$ cat src/design/frs_div_cell.sv
`timescale 1ns / 1ps
// ----------------------------------------------------------------------------
// frs_div_cell
// One restoring-division step: brings down one dividend bit, emits one
// quotient bit, hands the word to the next cell.
// ----------------------------------------------------------------------------
module frs_div_cell #(
  parameter int unsigned DSW = 32,
  parameter int unsigned QW  = 33
) (
  input  logic           clk_i,
  input  logic           en_i,
  input  logic [DSW-1:0] dsor_i,
  input  logic [DSW-1:0] rem_i,
  input  logic [QW-1:0]  low_i,
  input  logic [QW-1:0]  quo_i,
  output logic [DSW-1:0] dsor_o,
  output logic [DSW-1:0] rem_o,
  output logic [QW-1:0]  low_o,
  output logic [QW-1:0]  quo_o
);
  logic [DSW:0]   r2;
  logic           ge;
  logic [DSW-1:0] rem_d;

  assign r2    = {rem_i, low_i[QW-1]};
  assign ge    = r2 >= {1'b0, dsor_i};
  assign rem_d = ge ? DSW'(r2 - {1'b0, dsor_i}) : DSW'(r2);

  always_ff @(posedge clk_i) begin
    if (en_i) begin
      dsor_o <= dsor_i;
      rem_o  <= rem_d;
      low_o  <= {low_i[QW-2:0], 1'b0};
      quo_o  <= {quo_i[QW-2:0], ge};
    end
  end
endmodule

$ cat config.mk
export PLATFORM = sky130hd
export DESIGN_NAME = frs_div_cell
export DESIGN_NICKNAME = d
export VERILOG_FILES = /design/src/design/frs_div_cell.sv
export SDC_FILE = /design/constraint.sdc
export NUM_CORES = 1
export LEC_CHECK = 0
export ABC_AREA = 1
export BUFFER_PORTS_ARGS = -buffer_cell sky130_fd_sc_hd__buf_2
export CORE_ASPECT_RATIO = 0.8
export CORE_UTILIZATION = 50
export CTS_CLUSTER_DIAMETER = 120
export CTS_CLUSTER_SIZE = 8
export DETAILED_ROUTE_END_ITERATION = 12
export PLACE_DENSITY = 0.92
export SYNTH_ARGS = -nofsm -noshare
export SYNTH_HDL_FRONTEND = slang
export SYNTH_SLANG_ARGS = --single-unit
export TNS_END_PERCENT = 5
$ cat constraint.sdc
create_clock -name clk_i -period 2.7 [get_ports clk_i]
set_input_delay 0.54 -clock clk_i [delete_from_list [all_inputs] [get_ports clk_i]]
set_output_delay 0.54 -clock clk_i [all_outputs]
set_load 0.005 [all_outputs]
==> metrics.md <==
| Metric | Value |
|---|---|
| Area Overhead vs Synth | 30.8% |
| Max_slew headroom | between 60% and 70% |
| Initial core utilization | about half |
| Drt via density | approximately 4.9 |
| Bufs on Longest Clock Path | 2 |
| Worst setup EP type | flop |
| Most frequent cells in the layout | 276 x nand2_1, 258 x buf_2, 149 x inv_1 |
| Dpl hpwl | 15100 um |
| Crit path from | dsor_i[18] |
| Site Rows | 38 |
| Number of global-route vias before repair | 5771 |
| Largest family of logic cells by synthesized area | simple AND/OR/NAND/NOR gates |
| Adder-Cell Fraction of Synth Area | 5.94% |
| Hold Slack | 289 ps |
| Ys flop type | edfxtp_1 |
| Register area share after synthesis | 54.7% |
| Worst path required time | roughly 2900 ps |
| Post-CTS Setup Inserts | 0 |
| Crit path DAT | 2540 ps |
| Critical path's largest stage delay | around 440 ps |
| Post-Synth Simple-Gate Area | 26.5% |
| Max-cap violations | 0 |
| Fin crit period | roughly 2400 ps |
| Layout cells sized above 1 | between 30% and 40% |
| Setup WS post-layout | approximately 330 ps |
| Seq cells post-synth | approximately 130 |
| Initial DRC Count | between 300 and 400 |
| Clock Pin Slew Worst Setup and Hold Paths | 60 ps |
| VDD IR max | ~0.55 mV |
| Initial DRT Pass Iterations | 4 |
| Full die area | approximately 15000 sq um |
| P_leak | 4.82 nW |
| Hold Buf Count CTS | 0 |
| CTS tree | done |
| Routed vias | slightly above 6000 |
| ANT nets after route | 0 |
| Slew Limit Fails | 0 |
| Crit-path cells | buf_2 -> inv_1 -> ha_1 -> nand2_1 -> nor2_2 -> nand2_1 -> nor2_2 -> nand2_1 -> nand3_1 -> nor2_4 -> nand2_8 -> nand3_2 -> nand2_1 |
| Placer Congestion | 0.883 |
| Final Cell Area | 9260 sq um |
| CTS H-tree lvls | 4 |
| Initial antenna violation count | 2 |
| Fin crit share | between 80 and 90% |
| Crit Path Category | primary input to flop |
| Synth top area cells | edfxtp_1 55%, nand2_1 15%, inv_1 7.9% |
| Fill count | 1112 |
| Routed WL per cell | around 16 um |
| Mux cell area share after synthesis | 0% |
| Synthesized Nets | approximately 950 |
| Total gr overflow | 0 |
| Post-route DRC | 0 |
| IO Port Bufs | 259 |
| EDFF count, synth | between 100 and 150 |
| Mean post-synth cell area | 9.04 sq um |
| Total CTS buffers | 17 |
| RSZ-0062 raised after global routing | no |
| Largest net degree at the start of global routing | 70 |
| Fraction of registers with async set/reset | 0% |
| Die H | between 100 and 150 um |
| Crit start category | primary input |
| Root buffer cell | clkbuf_16 |
| Core Footprint | ~14000 sq um |
| Crit-path most repeated cell | nand2_1 |
| Ys Warns | 0 |
| Synth area leader | edfxtp_1 |
| PwrDens | 631 nW/um^2 |
| Global router's overall resource usage | a little over a quarter |
| Status | completed |
| Die Wd | 135 um |
| Top cell type's share of synthesized area | a little over half |
| Highest Clock Rate | between 400 and 500 MHz |
| Synth Area in XOR/XNOR | roughly 1.7% |
| Post-placement setup slack | -95.5 ps |
| Final setup viols | 0 |
| Hold Crit Class | primary input to flop |
| Tot Pwr | 5.85 mW |
| Clock sinks | 129 |
| Synth Cell Area | between 7000 and 8000 sq um |
| Slew @ Worst Pin | between 500 and 600 ps |
| Hold wc startpoint | quo_i[19] |
| Final hold vios | 0 |
| Io pins | roughly 260 |
| Synth Area in Compound Gates | around 1.7% |
| Synth Instances | around 780 |
| Final core occ | 67.6% |
| First-pass GRT wire length | between 20000 and 30000 um |
| Crit Path Max Fanout | 35 |
| Dpl cell area | about 8700 sq um |
| Yosys cell types | 31 |
| Most common cell after layout, fill and taps aside | nand2_1 |
| Slowest CP cell | nor2_4 |
| CTS resizes | 0 |
| Post-Route WL | a little under 20000 um |
| # nets final | around 1200 |
## per-stage QoR
step           instances  TNS (ps)
2_1_floorplan        783         0
4_1_cts             1261         0
5_1_grt             1262         0
3_5_place_dp        1230     -1570
3_3_place_gp        1230     -1140
6_report            1262         0
## cell usage after synthesis, types with 6 or more instances
cell type,count
and2_1,8
ha_1,32
nand3_1,52
nand3_2,16
a21oi_1,21
nor3_1,6
buf_2,7
edfxtp_1,129
xor2_1,13
inv_1,149
nand3b_1,10
nand2_1,276
nor2_1,34
## state kept, by name (all words and copies together), names as in the netlist
name / flops
low_o: 32
dsor_o: 32
quo_o: 33
rem_o: 32
## power breakdown
| group | internal (mW) | switching [mW] |
|---|---|---|
| Clock | 1.36 | 0.882 |
| Sequential | 2.44 | 0.0487 |
| Combinational | 0.454 | 0.665 |
| Total | 4.25 | 1.60 |
## path summary, 6_finish.rpt
| path | endpoint | cells after the start |
|---|---|---|
| setup / recovery | rem_o[17] | 13 |
| hold / removal | quo_o[20] | 1 |
## cell families after synthesis
group | count (synthesis)
XOR/XNOR | 14
buffers and inverters | 163
AO/OA/AOI/OAI | 24
other | 1
AND/OR/NAND/NOR | 419
adder cells (fa/ha/maj) | 33
flip-flops | 129
## final cells by class
type,count,area (sq um),share of cell area (%)
flip-flops and latches,129,3870,41.8
multi-input cells,491,2550,27.5
repair buffers,278,1480,16.0
inverters,152,571,6.16
clock buffers,19,433,4.67
well taps,180,225,2.43
clock inverters,12,133,1.43
diodes,1,2.50,0.0270
## per-layer routing
metal / wire, um / vias up / track usage [%] / part of all wire, %
met5: 18 / - / 0 / 0.091
met4: 329 / 2 / 8.11 / 1.7
met3: 1350 / 32 / 7.08 / 6.8
met2: 9730 / 232 / 47.2 / 49
met1: 8350 / 2842 / 34.2 / 42
li1: - / 3070 / - / -
## worst max-delay path, delay by kind of cell
| kind | cells | cell delay [ps] |
|---|---|---|
| adder cells (fa/ha/maj) | 1 | 350 |
| buffers and inverters | 2 | 140 |
| AND/OR/NAND/NOR | 10 | 1480 |
Note: power is estimated with default switching activity, not from simulation.
