[src/design/frs_pkg.sv]
`timescale 1ns / 1ps
// ----------------------------------------------------------------------------
// frs_pkg
// Shared types and constants for the Schlick Fresnel reflectance pipeline.
// ----------------------------------------------------------------------------
package frs_pkg;

  localparam logic [16:0] ONE_Q16   = 17'h1_0000;
  localparam logic [15:0] MAX_Q16   = 16'hFFFF;
  localparam logic [32:0] ONE_Q32   = 33'h1_0000_0000;

  localparam int unsigned SIN2_DSW  = 32;  // divisor width, sin2 divide
  localparam int unsigned SIN2_QW   = 33;  // quotient bits, sin2 divide
  localparam int unsigned R0_DSW    = 34;  // divisor width, r0 divide
  localparam int unsigned R0_QW     = 17;  // quotient bits, r0 divide
  localparam int unsigned SQ_STEPS  = 17;  // root bits
  localparam int unsigned SQ_RADW   = 34;  // radicand width (even)
  localparam int unsigned SQ_REMW   = 19;  // partial remainder width
  localparam int unsigned POW_STEPS = 4;   // x^5 = four multiply steps

  typedef struct packed {
    logic        n1gt;
    logic        tir;
    logic [16:0] cosv;
  } side_t;

  typedef struct packed {
    side_t       f;
    logic [16:0] r0;
  } sq_side_t;

  typedef struct packed {
    logic        tir;
    logic [16:0] r0;
  } pw_side_t;

endpackage

[src/design/frs_sqrt_cell.sv]
`timescale 1ns / 1ps
// ----------------------------------------------------------------------------
// frs_sqrt_cell
// One digit-by-digit square root step: takes two radicand bits, emits one
// root bit.
// ----------------------------------------------------------------------------
module frs_sqrt_cell #(
  parameter int unsigned SBW = 36
) (
  input  logic                           clk_i,
  input  logic                           en_i,
  input  logic [frs_pkg::SQ_REMW-1:0]    rem_i,
  input  logic [frs_pkg::SQ_RADW-1:0]    rad_i,
  input  logic [frs_pkg::SQ_STEPS-1:0]   root_i,
  input  logic [SBW-1:0]                 sb_i,
  output logic [frs_pkg::SQ_REMW-1:0]    rem_o,
  output logic [frs_pkg::SQ_RADW-1:0]    rad_o,
  output logic [frs_pkg::SQ_STEPS-1:0]   root_o,
  output logic [SBW-1:0]                 sb_o
);
  import frs_pkg::*;

  logic [SQ_REMW+1:0] rem4;
  logic [SQ_REMW+1:0] trial;
  logic               ge;

  assign rem4  = {rem_i, rad_i[SQ_RADW-1 -: 2]};
  assign trial = (SQ_REMW + 2)'({root_i, 2'b01});
  assign ge    = rem4 >= trial;

  always_ff @(posedge clk_i) begin
    if (en_i) begin
      rem_o  <= ge ? SQ_REMW'(rem4 - trial) : SQ_REMW'(rem4);
      rad_o  <= {rad_i[SQ_RADW-3:0], 2'b00};
      root_o <= {root_i[SQ_STEPS-2:0], ge};
      sb_o   <= sb_i;
    end
  end
endmodule

[config.mk]
export PLATFORM = sky130hd
export DESIGN_NAME = frs_sqrt_cell
export DESIGN_NICKNAME = d
export VERILOG_FILES = /design/src/design/frs_pkg.sv /design/src/design/frs_sqrt_cell.sv
export SDC_FILE = /design/constraint.sdc
export NUM_CORES = 1
export LEC_CHECK = 0
export BUFFER_PORTS_ARGS = -buffer_cell sky130_fd_sc_hd__buf_2
export CAP_MARGIN = 10
export CELL_PAD_IN_SITES_DETAIL_PLACEMENT = 2
export CELL_PAD_IN_SITES_GLOBAL_PLACEMENT = 2
export CORE_MARGIN = 4
export CORE_UTILIZATION = 31
export CTS_BUF_LIST = sky130_fd_sc_hd__clkbuf_8
export CTS_CLUSTER_SIZE = 12
export DETAILED_ROUTE_END_ITERATION = 8
export GPL_TIMING_DRIVEN = 0
export PLACE_DENSITY = 0.91
export SLEW_MARGIN = 10
export SYNTH_ARGS = -nofsm -noshare
export SYNTH_HDL_FRONTEND = slang
export SYNTH_SLANG_ARGS = --single-unit
[constraint.sdc]
create_clock -name clk_i -period 3 [get_ports clk_i]
set_clock_uncertainty 0.1 [all_clocks]
set_input_delay 0.3 -clock clk_i [delete_from_list [all_inputs] [get_ports clk_i]]
set_output_delay 0.3 -clock clk_i [all_outputs]
set_load 0.02 [all_outputs]
==> impl_results.md <==
* Part of the power in registers at ~50%
* Setup TNS at 0 ps
* H-tree depth at 3
* Site row count at 43
* Pin count of the biggest net entering global routing at 67
* Die height at about 130 um
* Seq/Total Area, Yosys at 69.01%
* Initial antenna violation count at 3
* Post-Layout Cell Count at between 700 and 800
* EDFF count, synth at between 100 and 150
* Worst Hold Depth at 1
* DR pass1 iterations at 4
* Root Buffer: clkbuf_8
* Post-synth top flop: edfxtp_1
* Clock transition at the registers of the reported paths at around 110 ps
* Worst EP required at around 3000 ps
* # nets final at ~720
* Share of flip-flops with an asynchronous set or reset at 0%
* DR iter-0 viols at about 250
* Worst Setup Path Type: primary input to register
* Clock sinks at between 100 and 150
* Internal Pwr Total at between 2000 and 2500 uW
* Hold Fails Final Rpt at 0
* Number of global-route vias before repair at 4254
* Register bit total from synthesis at 104
* DR vias/cell at 4.892
* Psw at 1159 uW
* Synth warn at 0
* Number of CTS-inserted buffers at 9
* Area grow syn2layout at 50.46%
* Layout cells sized above 1 at about 44%
* CTS max path bufs at 2
* Vias at ~3.8k
* Die ar. at around 17000 um2
* Antenna-violating nets left at 0
* Sw frac at between 30% and 40%
* Synth Instances at roughly 300
* CP Capture Type: register
* VDD IR max at just under 0.0002 V
* Commonest cells after routing, fill and taps aside: buf_2 (211), edfxtp_1 (104), dlygate4sd3_1 (75)
* Leading cell type in the layout, fill and taps excluded: buf_2
* WP data arrival at around 3000 ps
* Hold Slack at roughly 33 ps
* TritonCTS clock tree: yes
* Combinational share of power at approximately 26%
* Placed cell area at between 5000 and 6000 um2
* Max FO, Critical Path at 10
* DRC violations left at 0
* Dpl cells at 690
* Seq. cell area at 3123 um2
* Core area at around 14000 um2
* Status: completed
* Slew margin rel. at between 60% and 70%
* MaxCap Viol Count at 0
* Tcrit/Tclk final at a little over nine tenths
* RD Place Congestion at between 0.7 and 0.8
* Post-route cell area at between 6000 and 7000 um2
* Fin worst setup slack at approximately 72 ps
* HPWL after detailed placement at 12.42 mm
* Layout filler cell count at ~1.4k
* Area of the multi-input gates at between 1000 and 1500 um2
* Static leakage at approximately 0.0030 uW
* DRT Wirelength at ~21 mm
* PwrDens at around 530 nW/um2
* Dpl ws at between 150 and 200 ps
* First-pass GRT wire length at ~28 mm
* Total track usage at 23.36%
* CP Launch Type: primary input
* Synthesized area at about 4500 um2
* Initial Utilization at 32.11%
* Slew Limit Fails at 0
* Crit path time final at 2928 ps
* Min-Delay Path Class: primary input to register
* Final setup fails at 0
* Syn Area/Cell at 15.24 um2
* Clock power share at between 20 and 25%
* Grt total ovfl at 0
* Die width at approximately 130 um
* Unique masters post-synth at 43
* Port Buffers at 211
* Io pins at between 200 and 250
* Wirelength per Cell at 26.18 um
* Fmax achieved at 341.5 MHz
* Worst-margin pin slew at ~580 ps
## stage by stage
stage               utilization, %  power [uW]
floorplan                        -        2283
global placement             41.22        2563
detailed placement           41.43        2634
CTS                          47.82        3549
global route                 48.30        3752
finish                       48.30        3606
## layout make-up
| class | count | area share [%] |
|---|---|---|
| plain buffers | 11 | 1.231 |
| clock buffers | 9 | 1.819 |
| clock inverters | 7 | 0.8085 |
| repair buffers | 288 | 27.09 |
| well taps | 180 | 3.308 |
| multi-input cells | 156 | 18.28 |
| inverters | 27 | 1.488 |
| flip-flops and latches | 104 | 45.87 |
| diodes | 3 | 0.1103 |
## final timing paths
check | from | slack, ps | endpoint
worst min-delay path | root_i[7] | 30 | root_o[8]
worst max-delay path | root_i[9] | 70 | rem_o[2]
## repair_timing
action / 4_1_cts / 5_1_grt
resized for setup: 0 / 5
hold endpoints to repair: 72 / 3
endpoints found under the setup margin: 0 / 15
hold buffers: 72 / 3
buffers inserted: 0 / 1
## power groups by stage
stage,clock [uW],sequential [uW],combinational [uW]
2_1_floorplan,0,2010,273
3_3_place_gp,0,1820,740
3_5_place_dp,0,1840,793
4_1_cts,866,1810,875
5_1_grt,946,1830,977
6_report,869,1820,919
## registers in the layout, indices dropped and copies added (netlist names)
name / cells
rad_o: 32
rem_o: 19
root_o: 17
sb_o: 36
## worst max-delay path: stages
cell	delay, ps
dlygate4sd3_1	520
buf_2	120
inv_1	40
ha_1	270
clkbuf_2	230
nand4_1	220
or4_1	580
nand3_1	100
a21oi_2	50
buf_6	180
mux2_4	310
## kinds of logic after synthesis
kind of cell	count (synthesis)	share of synthesized area (%)
flops	104	69.01
compound gates	55	7.659
simple gates	46	5.225
buf+inv	38	4.092
fa+ha+maj	19	5.253
mux	19	5.778
xor+xnor	15	2.903
other cells	1	0.08286
## metal layers
metal / global-route usage [%] / vias to the layer above / wire length, um
met3: 6.310 / 24 / 1368
met4: 7.288 / 0 / 441
li1: - / 1710 / -
met1: 25.75 / 1929 / 7863
met2: 43.48 / 177 / 10880
met5: 0 / - / 0
## synthesized netlist by cell type, drive strengths merged (4+ instances only)
cell | n | area, um2
a21oi | 21 | 108.9
buf | 8 | 68.81
edfxtp | 104 | 3123
ha | 19 | 237.7
inv | 27 | 101.4
mux2 | 15 | 221.5
mux2i | 4 | 40.04
nand2 | 14 | 52.55
nand3 | 4 | 25.02
nand4 | 5 | 31.28
nor2 | 9 | 33.78
o21a | 4 | 30.03
o21ai | 12 | 63.81
xnor2 | 8 | 70.07
xor2 | 7 | 61.31
(Power assumes the default switching activity.)
