<file path="config.mk">
export PLATFORM = sky130hd
export DESIGN_NAME = frs_pow_cell
export DESIGN_NICKNAME = d
export VERILOG_FILES = /design/src/design/frs_pow_cell.sv
export SDC_FILE = /design/constraint.sdc
export NUM_CORES = 1
export LEC_CHECK = 0
export ABC_CLOCK_PERIOD_IN_PS = 9010
export BUFFER_PORTS_ARGS = -buffer_cell sky130_fd_sc_hd__buf_2
export CORE_ASPECT_RATIO = 2
export CORE_MARGIN = 4
export CORE_UTILIZATION = 39
export DETAILED_ROUTE_END_ITERATION = 7
export MAX_ROUTING_LAYER = met4
export PLACE_DENSITY_LB_ADDON = 0.12
export SLEW_MARGIN = 10
export SYNTH_ARGS = -nofsm -noshare
export SYNTH_HDL_FRONTEND = slang
export SYNTH_SLANG_ARGS = --single-unit
</file>
<file path="constraint.sdc">
create_clock -name clk_i -period 9.01 [get_ports clk_i]
set_input_delay 1.3515 -clock clk_i [delete_from_list [all_inputs] [get_ports clk_i]]
set_output_delay 1.3515 -clock clk_i [all_outputs]
set_load 0.02 [all_outputs]
</file>
<file path="src/design/frs_pow_cell.sv">
`timescale 1ns / 1ps
// ----------------------------------------------------------------------------
// frs_pow_cell
// One power step: p <= (p * x) >> 16 in Q1.16.
// ----------------------------------------------------------------------------
module frs_pow_cell #(
  parameter int unsigned SBW = 18
) (
  input  logic           clk_i,
  input  logic           en_i,
  input  logic [16:0]    x_i,
  input  logic [16:0]    p_i,
  input  logic [SBW-1:0] sb_i,
  output logic [16:0]    x_o,
  output logic [16:0]    p_o,
  output logic [SBW-1:0] sb_o
);
  logic [33:0] prod;

  assign prod = 34'(p_i) * 34'(x_i);

  always_ff @(posedge clk_i) begin
    if (en_i) begin
      x_o  <= x_i;
      p_o  <= prod[32:16];
      sb_o <= sb_i;
    end
  end
endmodule

</file>
==> results of run 1 <==
==> cell type report <==
| cell class | count | area share, % |
|---|---|---|
| clock inverters | 3 | 0.212 |
| well taps | 352 | 3.74 |
| clock buffers | 5 | 1.06 |
| inverters | 258 | 8.22 |
| diodes | 1 | 0.0212 |
| repair buffers | 106 | 4.52 |
| flip-flops and latches | 52 | 13.3 |
| multi-input cells | 764 | 69.0 |
==> state kept, by name (all words and copies together), names as in the netlist <==
name / flops
p_o: 17
x_o: 17
sb_o: 18
==> per-stage QoR <==
step / utilization [%] / hold WS, ns / instance area [um2] / setup WS, ns
finish: 42.9 / 1.19 / 11800 / 2.31
global route: 42.9 / 1.19 / 11800 / 1.95
CTS: 42.9 / 1.18 / 11800 / 2.28
detailed placement: 42.4 / 1.53 / 11600 / 1.96
global placement: 42.4 / 1.53 / 11600 / 1.91
floorplan: - / 1.45 / 10800 / 2.45
==> per-layer routing <==
metal	global-route usage, %	vias to the layer above	wire [um]
met5	-	-	0
met2	42.1	158	18700
li1	-	3515	-
met1	18.9	4066	9240
met4	16.9	0	2840
met3	1.16	96	497
==> cell usage after synthesis (all sizes together) <==
library cell  instances  area share (%)
a21bo                 1           0.092
nand4b                1           0.081
nand2               186             6.5
nor2                  5            0.17
xnor2                14             1.1
buf                   4            0.24
nor3                  2           0.092
ha                  102              12
a311o                 1           0.092
a211oi                3            0.21
o211ai                5            0.35
nand3                 6            0.28
fa                  221              41
a311oi                3            0.30
a21o                 10            0.71
a31oi                 4            0.23
mux2i                 1           0.092
a41o                  1           0.092
a21oi                29             1.7
o21ai                10            0.50
a211o                 1           0.081
a2111o                1            0.10
clkbuf               37             1.3
o31ai                 1           0.069
a221o                 1           0.092
inv                 258             8.9
o21a                  3            0.21
and2                120             6.9
edfxtp               52              14
or3                   1           0.058
and3                  4            0.23
and4                  3            0.27
a2111oi               1           0.081
o21ba                 1           0.092
xor2                  7            0.57
o221ai                3            0.30
o311ai                3            0.24
nand4                 5            0.29
o21bai                3            0.21
a221oi                1           0.081
==> cell families (layout without fill, tap and decap cells) <==
family | after synthesis | count (layout) | synth area share [%]
AND/OR/NAND/NOR | 333 | 333 | 14.9
adder cells (fa/ha/maj) | 323 | 323 | 52.7
buffers and inverters | 299 | 372 | 10.5
AO/OA/AOI/OAI | 86 | 86 | 5.78
flip-flops | 52 | 52 | 14.4
XOR/XNOR | 21 | 21 | 1.70
multiplexers | 1 | 1 | 0.0925
other | 0 | 1 | 0
==> how the worst min path moves through the flow <==
stage	start	end	slack (ns)	depth (start not counted)
after floorplan	sb_i[0]	sb_o[0]$_DFFE_PP_	1.45	0
after global placement	sb_i[14]	sb_o[14]$_DFFE_PP_	1.53	1
after detailed placement	sb_i[5]	sb_o[5]$_DFFE_PP_	1.53	1
after CTS	sb_i[16]	sb_o[16]$_DFFE_PP_	1.18	1
after global routing	sb_i[16]	sb_o[16]$_DFFE_PP_	1.19	1
final	sb_i[16]	sb_o[16]$_DFFE_PP_	1.19	1
==> results.yml, run 1 <==
clocking:
  hold_buffers: 0
  cts_made_buffers: 5
  cts_setup_buffers: 0
  cts_root_buf: "clkbuf_16"
  cts_buffer_depth: 2
  cts_resized: 0
  cts.sinks: 52
  clk_pin_slew_ns: 0.10
  htreeDepth: 2
  cts_tree: "yes"
critical_path:
  path_buf_inv: 4
  cp-end-kind: "register"
  cp_top_family: "adder cells"
  critPathSlowestCell: "fa_1"
  path_cells: "buf_2 -> nand2_1 -> fa_1 -> fa_1 -> fa_1 -> inv_1 -> fa_1 -> fa_1 -> inv_1 -> fa_1 -> inv_1 -> ha_1 -> and4_4 -> nand3_1 -> a311oi_2 -> a21oi_4 -> o311ai_1 -> a311oi_1"
  startpoint: "p_i[14]"
  crit_top_cell: "fa_1"
  cp.arrival_ns: 6.76
  critical_path.endpoint: "p_o[14]$_DFFE_PP_"
  critPathLaunchType: "input port"
  required_ns: 9.06
  critPathKind: "in2reg"
  slowest_delay_ns: 0.59
  critPathMaxFanout: 17
  path_depth: 18
floorplan:
  pin_count: 106
  die_area_um2: 30600
  dieHeight_um: 244
  row_count: 86
  die_w_um: 126
  design.core.area_um2: 27400
  start_util_pct: 39.4
logic_synthesis:
  avgSynthCellArea_um2: 9.71
  yosysSeqAreaShare_pct: 14.4
  synth_warnings: 0
  synthesis.nets: 1492
  synthCells: 1115
  synthDistinctLibCells: 49
  synth_area_um2: 10800
  ys_seq_elements: 52
finish:
  final_cell_mix: "258 x inv_1, 221 x fa_1, 186 x nand2_1"
  seq_area_um2: 1560
  areaGrowthSynthToFinish_pct: 8.88
  fin_cells: 1541
  mostFrequentLayoutCell: "inv_1"
  layout-drive-gt1-share_pct: 10.4
  multi_input_area_um2: 8130
  final_net_count: 1564
  fillers: 2803
timing:
  setup_viol: 0
  rsz0062_at_grt: "no"
  tns_ns: 0
  min_period_over_period_pct: 74.4
  finalMaxSlewViolations: 0
  max_slew_margin_pct: 33.2
  worst_pin_slew_ns: 0.990
  finalHoldViolCount: 0
  max_freq_mhz: 149
  post-route-min-period_ns: 6.70
placed_design:
  placed_cells: 1532
  io_buffers: 105
  dp_hpwl_um: 25800
  gp_congestion: 0.887
drt:
  firstDrtPassIters: 4
  drc_errors: 0
  route.vias.total: 7835
  drtAntennaViolNets: 0
  drt_iter0_drc: 336
  routed_wl_um: 31300
  wire_per_inst_um: 20.3
  avgViaCountPerCell: 5.08
grt:
  grt_max_degree: 53
  grt_pass1_wl_um: 48800
  track_usage_pct: 21.7
  grt_overflow: 0
  antenna_found_initial: 1
  grt_pass1_vias: 8833
job:
  maxCapViolations: 0
run_status:
  status: "completed"
hold_path:
  hp-class: "in2reg"
Power of run 1 is left out: the tool's default activity adds up to more than one toggle a clock period on the data nets, which glitch-free logic cannot reach.
==> run 2, diff against run 1 <==
- ABC_AREA: unset -> 1
- ABC_CLOCK_PERIOD_IN_PS: 9010 -> 6700
- clock period: 9.01 -> 6.7 ns (I/O delays scaled with it)
==> run 2 against run 1 <==
Sequential share of layout area is 0.79 points lower; hold slack worse by 0.34 ns; count of clock-buffer cells in the layout stayed put; critical path depth is 2 higher.
==> results.yml, run 2 <==
run_status:
  status: "completed"
logic_synthesis:
  synthCells: 1467
  synthXorXnorAreaFrac_pct: 0.453
  synthesis.nets: 1844
  synth_largest_area_cell: "fa_1"
  synth_top_family_by_area: "adder cells"
  synthDistinctLibCells: 26
  ys_seq_elements: 52
  synth_area_um2: 11600
  synth_area_leaders: "fa_1 38%, inv_1 14%, nand2_1 14%"
  synthTopCellsByCount: "442 x inv_1, 434 x nand2_1, 221 x fa_1"
  yosysSeqAreaShare_pct: 13.5
  synth_adder_area_share_pct: 49.1
  synth_flop_cell: "edfxtp_1"
  synth-simple-area-share_pct: 17.6
  async_flop_share_pct: 0
  synth_edf_count: 52
  avgSynthCellArea_um2: 7.91
  synth_top_area_share_pct: 38.1
  synth.most_common_cell: "inv_1"
  synth_warnings: 0
  synth_compound_area_share_pct: 2.83
  synth_mux_area_share_pct: 0
drt:
  drc_errors: 0
  firstDrtPassIters: 5
  drt_iter0_drc: 410
  avgViaCountPerCell: 4.78
  drtAntennaViolNets: 0
  route.vias.total: 9004
  wire_per_inst_um: 17.2
  routed_wl_um: 32400
finish:
  mostFrequentLayoutCell: "inv_1"
  regMostFlops: "sb_o"
  areaGrowthSynthToFinish_pct: 8.02
  final_cell_mix: "442 x inv_1, 434 x nand2_1, 221 x fa_1"
  largest_reg_flops: 18
  diodes: 0
  reg_top3: "sb_o (18), p_o (17), x_o (17)"
  layout-drive-gt1-share_pct: 8.88
  final_net_count: 1897
critical_path:
  crit_top_cell: "fa_1"
  critPathMaxFanout: 18
  critPathSlowestCell: "fa_1"
  critPathKind: "in2reg"
  slowest_delay_ns: 0.62
  cp.arrival_ns: 6.27
  startpoint: "x_i[8]"
  critPathLaunchType: "input port"
  path_cells: "buf_2 -> nand2_1 -> fa_1 -> inv_1 -> fa_1 -> fa_1 -> fa_1 -> fa_1 -> inv_1 -> fa_1 -> inv_1 -> ha_1 -> a21oi_1 -> o21ai_0 -> inv_1 -> nand2_1 -> inv_1 -> nand3_1 -> nand2_1 -> nand2_1"
  required_ns: 6.77
  cp-end-kind: "register"
clocking:
  cts_buffer_depth: 2
  clk_pin_slew_ns: 0.09
  cts_made_buffers: 5
  cts_setup_buffers: 0
  cts_root_buf: "clkbuf_16"
  htreeDepth: 2
  cts_resized: 0
  cts.sinks: 52
  cts_tree: "yes"
  hold_buffers: 0
timing:
  worst_pin_slew_ns: 0.762
  tns_ns: 0
  max_freq_mhz: 161
  finalMaxSlewViolations: 0
  post-route-min-period_ns: 6.20
  setup_viol: 0
  min_period_over_period_pct: 92.6
  max_slew_margin_pct: 49.2
  finalHoldViolCount: 0
  rsz0062_at_grt: "no"
floorplan:
  die_area_um2: 32700
  row_count: 89
  start_util_pct: 39.5
  pin_count: 106
  design.core.area_um2: 29400
  dieHeight_um: 252
  die_w_um: 130
placed_design:
  io_buffers: 105
  gp_congestion: 0.878
  dp_hpwl_um: 27600
grt:
  busiest_layer: "met2"
  use_met3_pct: 2.42
  grtUsageMet1_pct: 21.6
  track_usage_pct: 21.5
  grt_use_met2_pct: 41.3
  grt_max_degree: 53
  grt_pass1_vias: 9884
  grt_pass1_wl_um: 51600
  antenna_found_initial: 0
  grt_overflow: 0
hold_path:
  holdPathStages: 1
  holdPathEnd: "sb_o[8]$_DFFE_PP_"
  hp-class: "in2reg"
  holdCritStartpoint: "sb_i[8]"
job:
  maxCapViolations: 0
## run 2: cell types whose count changed after synthesis, moves of 11 or more
cell | previous run | this run
inv_1 | 258 | 442
o21ai_0 | 7 | 21
and2_1 | 120 | 0
nand2_1 | 186 | 434
nand3_1 | 6 | 21
xnor2_1 | 14 | 3
nor2_1 | 5 | 34
clkbuf_1 | 37 | 65
## run 2: metrics by stage
stage          worst slack (ns)  hold slack [ns]  utilization, %  std cells  cell area [um2]
6_report                  0.498            0.848            42.6       1885            12500
5_1_grt                   0.277            0.840            42.6       1885            12500
4_1_cts                   0.523            0.835            42.6       1885            12500
3_5_place_dp              0.182             1.18            42.1       1877            12400
3_3_place_gp              0.210             1.18            42.1       1877            12400
2_1_floorplan             0.719             1.10               -       1467            11600
## run 2: area by class of cell
class / count / area, um2
fill: 3117 / 16900
multi-input combinational: 906 / 8130
inverter: 442 / 1660
sequential: 52 / 1560
timing repair buffer: 113 / 586
tap: 364 / 455
clock buffer: 5 / 125
clock inverter: 3 / 18.8
## run 2: how the worst max path moves through the flow
stage	endpoint	slack (ns)	cells past startpoint
CTS	p_o[5]$_DFFE_PP_	0.52	20
finish	p_o[5]$_DFFE_PP_	0.50	20
detailed placement	p_o[5]$_DFFE_PP_	0.18	20
global placement	p_o[5]$_DFFE_PP_	0.21	19
floorplan	p_o[14]$_DFFE_PP_	0.72	23
global route	p_o[5]$_DFFE_PP_	0.28	19
## run 2: logic make-up (layout without fill, tap and decap cells)
| group | Yosys count | count (layout) |
|---|---|---|
| compound gates | 61 | 61 |
| xor+xnor | 6 | 6 |
| fa+ha+maj | 323 | 323 |
| buf+inv | 509 | 563 |
| flops | 52 | 52 |
| simple gates | 516 | 516 |
## run 2: metal layers
layer / up-vias / part of all wire [%] / wire length (um)
met4: 0 / 3.7 / 1190
met3: 64 / 4.2 / 1350
li1: 4271 / - / -
met5: - / 0 / 0
met1: 4433 / 34 / 10900
met2: 236 / 59 / 19000
## run 2: worst max-delay path: cells and delay by family
kind,cells,cell delay [ns]
buffers and inverters,6,0.77
AND/OR/NAND/NOR,5,0.46
AO/OA/AOI/OAI,2,0.57
adder cells (fa/ha/maj),7,3.45
Power of run 2 is left out for the same reason.
